`src/hw/rtl/fbm_pkg.sv`:
```
// Shared constants, types and the normalization table of the fbm value noise block.
// No dependencies; imported by fbm_cell, fbm_norm, fbm_value_noise and the testbench.
`default_nettype none

package fbm_pkg;

   localparam logic [31:0] HASH_MX   = 32'd374761393;
   localparam logic [31:0] HASH_MY   = 32'd668265263;
   localparam logic [31:0] HASH_MS   = 32'd1274126177;
   localparam logic [31:0] HASH_MF   = 32'd1103515245;
   localparam logic [31:0] SEED_STEP = 32'd31;

   // 3.0 in Q.16 for the smoothstep term
   localparam logic [17:0] SMOOTH_THREE = 18'h30000;

   localparam int OCT_W = 5;

   localparam logic [1:0] CSR_NOISE_SEED   = 2'd0;
   localparam logic [1:0] CSR_BASE_SCALE   = 2'd1;
   localparam logic [1:0] CSR_OCTAVE_COUNT = 2'd2;

   localparam logic [15:0] SCALE_RESET = 16'd5243;
   localparam logic [3:0]  OCT_RESET   = 4'd4;

   typedef struct packed {
      logic [31:0]      seed;
      logic [OCT_W-1:0] octaves;
   } fbm_cfg_type;

   // ceil(2^32 / (2^k - 1)); one octave is passed through and has no entry
   function automatic logic [31:0] fbm_recip(input logic [OCT_W-1:0] k);
      logic [31:0] r;
      case (k)
         5'd2:    r = 32'd1431655766;
         5'd3:    r = 32'd613566757;
         5'd4:    r = 32'd286331154;
         5'd5:    r = 32'd138547333;
         5'd6:    r = 32'd68174085;
         5'd7:    r = 32'd33818641;
         5'd8:    r = 32'd16843010;
         5'd9:    r = 32'd8405025;
         5'd10:   r = 32'd4198405;
         5'd11:   r = 32'd2098177;
         5'd12:   r = 32'd1048833;
         5'd13:   r = 32'd524353;
         5'd14:   r = 32'd262161;
         5'd15:   r = 32'd131077;
         5'd16:   r = 32'd65538;
         default: r = 32'd0;
      endcase
      return r;
   endfunction

endpackage

`default_nettype wire

```
`src/hw/rtl/fbm_norm.sv`:
```
// Normalization of the octave sum by the reciprocal of the total weight, with saturation.
// One registered multiply stage; result is combinational off it. Uses fbm_pkg.
`default_nettype none

module fbm_norm
   import fbm_pkg::*;
#(
   parameter int ACC_W = 24
) (
   input  wire logic              clock,
   input  wire logic              reset,
   input  wire logic              en,
   input  wire logic [OCT_W-1:0]  octaves,
   input  wire logic              valid_i,
   input  wire logic [ACC_W-1:0]  acc_i,
   output logic                   valid_o,
   output logic [15:0]            noise_o
);

   localparam int PROD_W = ACC_W + 32;

   logic              valid_ff;
   logic              single_ff;
   logic [ACC_W-1:0]  acc_ff;
   logic [PROD_W-1:0] mul_ff;
   logic [PROD_W-1:0] mul_in;
   logic [ACC_W-1:0]  hi;

   assign mul_in = PROD_W'(acc_i) * PROD_W'(fbm_recip(octaves));

   always_ff @(posedge clock) begin
      if (reset) begin
         valid_ff <= 1'b0;
      end else if (en) begin
         valid_ff <= valid_i;
      end
   end

   always_ff @(posedge clock) begin
      if (en) begin
         mul_ff    <= mul_in;
         acc_ff    <= acc_i;
         single_ff <= (octaves == OCT_W'(1));
      end
   end

   always_comb begin
      hi = mul_ff[PROD_W-1:32];
      if (single_ff) begin
         noise_o = acc_ff[15:0];
      end else if (hi > ACC_W'(16'hFFFF)) begin
         noise_o = 16'hFFFF;
      end else begin
         noise_o = hi[15:0];
      end
   end

   assign valid_o = valid_ff;

endmodule

`default_nettype wire

```
`config.mk`:
```
export PLATFORM = sky130hd
export DESIGN_NAME = fbm_norm
export DESIGN_NICKNAME = d
export VERILOG_FILES = /design/src/hw/rtl/fbm_pkg.sv /design/src/hw/rtl/fbm_norm.sv
export SDC_FILE = /design/constraint.sdc
export NUM_CORES = 1
export LEC_CHECK = 0
export CORE_MARGIN = 2
export CORE_UTILIZATION = 53
export CTS_BUF_LIST = sky130_fd_sc_hd__clkbuf_8
export CTS_CLUSTER_DIAMETER = 50
export DETAILED_ROUTE_END_ITERATION = 6
export DONT_BUFFER_PORTS = 1
export PLACE_DENSITY = 0.68
export SLEW_MARGIN = 10
export SYNTH_ARGS = -nofsm -noshare
export SYNTH_HDL_FRONTEND = slang
export SYNTH_SLANG_ARGS = --single-unit
export TNS_END_PERCENT = 100
```
`constraint.sdc`:
```
create_clock -name clock -period 20.2 [get_ports clock]
set_input_delay 1.01 -clock clock [delete_from_list [all_inputs] [get_ports clock]]
set_output_delay 1.01 -clock clock [all_outputs]
set_load 0.03 [all_outputs]
```
# Word level (Yosys, flattened, before mapping)
# Memories as Yosys holds them, arrays and structs flattened.
# Index checks and enable logic that the tools add are counted.
[classes] eq_ne=1 n_mux=2 n_mul=1 n_lt_le_gt_ge=1
[op_table] operator="$mul 24x32->56" n=1
[op_table] operator="$mux 16" n=2
[op_table] operator="$gt 24x16->1 const B" n=1
[op_table] operator="$eq 5x1->1 const B" n=1
[totals] rom_bits=864 n_memories=1 out_inout_bits=17 in_bits=33 word_cells=10 regBits=74
[memory_table] memory="(no name shown)" depth=32 word_bits=27 rd=1 rd_ports_with_merged_regs=0 wr=0 line_no="fbm_pkg.sv:33" text="case (k)"

# Depth between registers and ports, before layout
[depth] ltp_word=3 ltp_mapped=33 depth_no_buf=32

# Least setup slack after synthesis
# OpenSTA, ideal clock, no wires.
[synth_timing] path_kind="input to register" startpoint="input octaves[2]" endpoint="register mul_ff[53], data pin" setup_ns=0.258 slack_ns=11.986 arrival_time_ns=7.956 t_required_ns=19.942 path_buffers=2 path_stages=30 cell_sequence="buf_2 > inv_1 > o211ai_1 > o21ai_0 > a211oi_1 > clkbuf_1 > nand2_1 > fa_1 > inv_1 > fa_1 > inv_1 > fa_1 > fa_1 > inv_1 > fa_1 > fa_1 > inv_1 > fa_1 > inv_1 > ha_1 > and4_1 > nand4_1 > nor2_1 > nand4_1 > o221ai_2 > o21ai_1 > and3_4 > o311a_4 > nor2b_1 > xnor2_2"
[synth_via] elab_chain_len=2
[synth_lines] item="from (decl)" line_no="fbm_norm.sv:13" text="input wire logic [OCT_W-1:0] octaves,"
[synth_lines] item="$mem_v2 32x27"
[synth_lines] item="$mul 24x32->56" line_no="fbm_norm.sv:29" text="assign mul_in = PROD_W'(acc_i) * PROD_W'(fbm_recip(octaves));"
[synth_lines] item="named net mul_in[53]" line_no="fbm_norm.sv:26" text="logic [PROD_W-1:0] mul_in;"
[synth_lines] item="to (signal assigned)" line_no="fbm_norm.sv:41" text="mul_ff <= mul_in;"
[synth_lines] item="to (decl)" line_no="fbm_norm.sv:25" text="logic [PROD_W-1:0] mul_ff;"
# The timed path passes the listed nets, and every way through them passes these cells.
# A chain may end at the register's enable or synchronous reset.

# Final worst setup path
# Same ends and word-level chain as after synthesis.

==> flow_summary.yaml <==
power_and_ir_drop:
  pwr-share-comb_pct: 79.0
  p_leak_nw: 13.55
  powerDensity_mw_per_mm2: 38.00
  vdd.ir_drop.worst_mv: 0.09710
  p_int_w: 0.0004348
  p_switching_w: 0.0004995
  fin_total_pwr_w: 0.0009343
  p_clk_share_pct: 7.8
  swShare_pct: 53.46
  p_seq_share_pct: 13.2
floorplan:
  initial_core_util_pct: 53.93
  die_h_microns: 216.6
  coreArea_sq_mm: 0.04441
  io_pins: 50
  rows: 77
  die_x_microns: 216.6
  die_area_sq_mm: 0.04691
yosys:
  ys_seq_elements: 42
  async_reset_ff_share_pct: 0
  syn_area_sq_mm: 0.02395
  yosys_warnings: 0
  synthCells: 2664
  yosysMostFrequentCell: "inv_1"
  yosysTopAreaCell: "fa_1"
  synth-edff-count: 41
  syn_avg_cell_area_sq_um: 8.991
  synthTopCellsByCount: "inv_1, fa_1, and2_1"
  synthFlopType: "edfxtp_1"
  synth_cell_types: 58
  ys_seq_area_share_pct: 5.224
  synth_area_leaders: "fa_1, ha_1, inv_1"
  synth_top_cell_area_share_pct: 45.30
  syn_nets: 3514
run:
  drv_cap: 0
place:
  placed_cell_area_sq_mm: 0.02447
  port_buffers: 0
  gp_congestion: 0.9965
  dp_hpwl_microns: 57980
setup_path:
  cp_data_arrival_time_ps: 9480
  cp-end-kind: "flop"
  cp_slowest_stage_delay_ps: 780
  critical_path.top_delay_family: "adder cells"
  critPathMaxFanout: 39
  cp-start-kind: "input port"
  required_ps: 20270
  slowest_stage: "a211oi_1"
  worst_path_most_repeated_cell: "fa_1"
  path_buf_inv: 6
  path_class: "in -> reg"
clock_network:
  cts_hold_buffers: 0
  clock_latency_ps: 320
  cts-buffers-inserted: 5
  clock_sinks: 42
  post-cts-setup-buffer-count: 0
  clk_pin_slew_ps: 80
  cts_root_buffer: "clkbuf_8"
  htree_num_levels: 2
  cts_tree: "done"
  clock_path_buffers: 2
  postCtsResizedCells: 0
global_route:
  grt_usage_pct: 32.84
  grt_pass1_wl_microns: 114800
  grt_pass1_vias: 19690
  overflow: 0
  antenna_found_initial: 1
  grt_max_degree: 50
drt:
  post-route-drc-count: 0
  dr.pass1.iters: 6
  routed_wl_microns: 73250
  ant_nets: 0
  vias: 17700
  drtIter0Drc: 1329
  post_drt_wl_per_cell_microns: 23.08
  vias_per_cell: 5.575
sta:
  layout_min_cycle_time_ps: 9412
  hold_viol_final: 0
  rsz0062_at_grt: "no"
  setup_viol: 0
  max_slew.worst_pin.slew_ps: 919.6
  fin_setup_tns_ps: 0
  fin_crit_sh_pct: 46.59
  skew_ps: 0
  relSlewSlack_pct: 38.70
  timing_max_transition_violations_final: 0
  max_freq_mhz: 106.3
layout:
  drive_above_1_share_pct: 2.209
  fin_area_sq_mm: 0.02459
  nets: 3429
  syn_to_final_growth_pct: 2.648
  utilization_pct: 55.36
hold_path:
  holdCritPathClass: "reg -> reg"
outcome:
  status: "completed"
-- flip-flops by register name, summed over array words and instances (netlist names) --
| register | count |
|---|---|
| acc_ff | 16 |
| mul_ff | 24 |
| single_ff | 1 |
| valid_o | 1 |
-- cells by family after synthesis --
kind of cell / Yosys count / share of synthesized area [%]
buffers and inverters: 888 / 13.92
XOR/XNOR: 24 / 0.9089
flip-flops: 42 / 5.224
multiplexers: 3 / 0.1254
AND/OR/NAND/NOR: 706 / 15.21
adder cells (fa/ha/maj): 817 / 59.66
AO/OA/AOI/OAI: 184 / 4.952
-- through the flow --
| step | instances | hold WS (ps) | worst slack (ps) |
|---|---|---|---|
| after floorplan | 2664 | 629.9 | 11990 |
| after global placement | 3164 | 648.0 | 10850 |
| after detailed placement | 3164 | 670.3 | 10790 |
| after CTS | 3172 | 680.2 | 11100 |
| after global routing | 3172 | 690.4 | 10630 |
| final | 3174 | 675.2 | 10790 |
-- routing by layer --
layer	GRT usage (%)	vias up	share of wire (%)
met5	0	-	0
met4	12.17	0	4.0
met3	7.509	161	11
met2	52.22	903	46
met1	44.13	9009	40
li1	-	7622	-
-- cell type report --
type	count	area [sq um]
Clock buffer	6	82.58
Clock inverter	2	33.78
Multi-Input combinational cell	1734	19410
Timing Repair Buffer	20	150.1
Fill cell	4007	19830
Inverter	776	2913
Sequential cell	42	1251
Tap cell	592	740.7
Antenna cell	2	5.005
-- power by group through the flow --
stage	clock network, W	registers, W	logic (W)
2_1_floorplan	0	0.000123	0.000518
3_3_place_gp	0	0.000125	0.000715
3_5_place_dp	0	0.000125	0.000724
4_1_cts	0.0000748	0.000123	0.000731
5_1_grt	0.0000757	0.000124	0.000827
6_report	0.0000728	0.000123	0.000738
-- layout by cell type (no fill, tap or decap), types with 6 or more instances in the layout --
cell type / n
a21o_1: 33
a21oi_1: 64
and2_1: 292
and3_1: 21
buf_4: 20
clkbuf_8: 6
edfxtp_1: 41
fa_1: 542
ha_1: 275
inv_1: 776
nand2_1: 246
nand2b_1: 12
nand3_1: 18
nand4_1: 15
nor2_1: 61
nor2b_1: 8
nor3_1: 6
o21a_1: 7
o21ai_0: 37
o21bai_1: 7
or2_2: 9
xnor2_1: 11
xor2_1: 12
-- path summary, 6_finish.rpt --
| check | from | to | slack [ps] | cells past startpoint |
|---|---|---|---|---|
| max | octaves[2] | mul_ff[53] | 10790 | 28 |
| min reg2reg | valid_o | valid_o | 680 | 2 |
| max reg2reg | valid_o | valid_o | 19410 | 2 |
| min | valid_o | valid_o | 680 | 2 |
-- worst reg2reg max path, delay by kind of cell, from the launching register on --
| family | cells | cell delay [ps] |
|---|---|---|
| flops | 1 | 520 |
| mux | 1 | 120 |
| simple gates | 1 | 90 |
(Power assumes the default switching activity.)
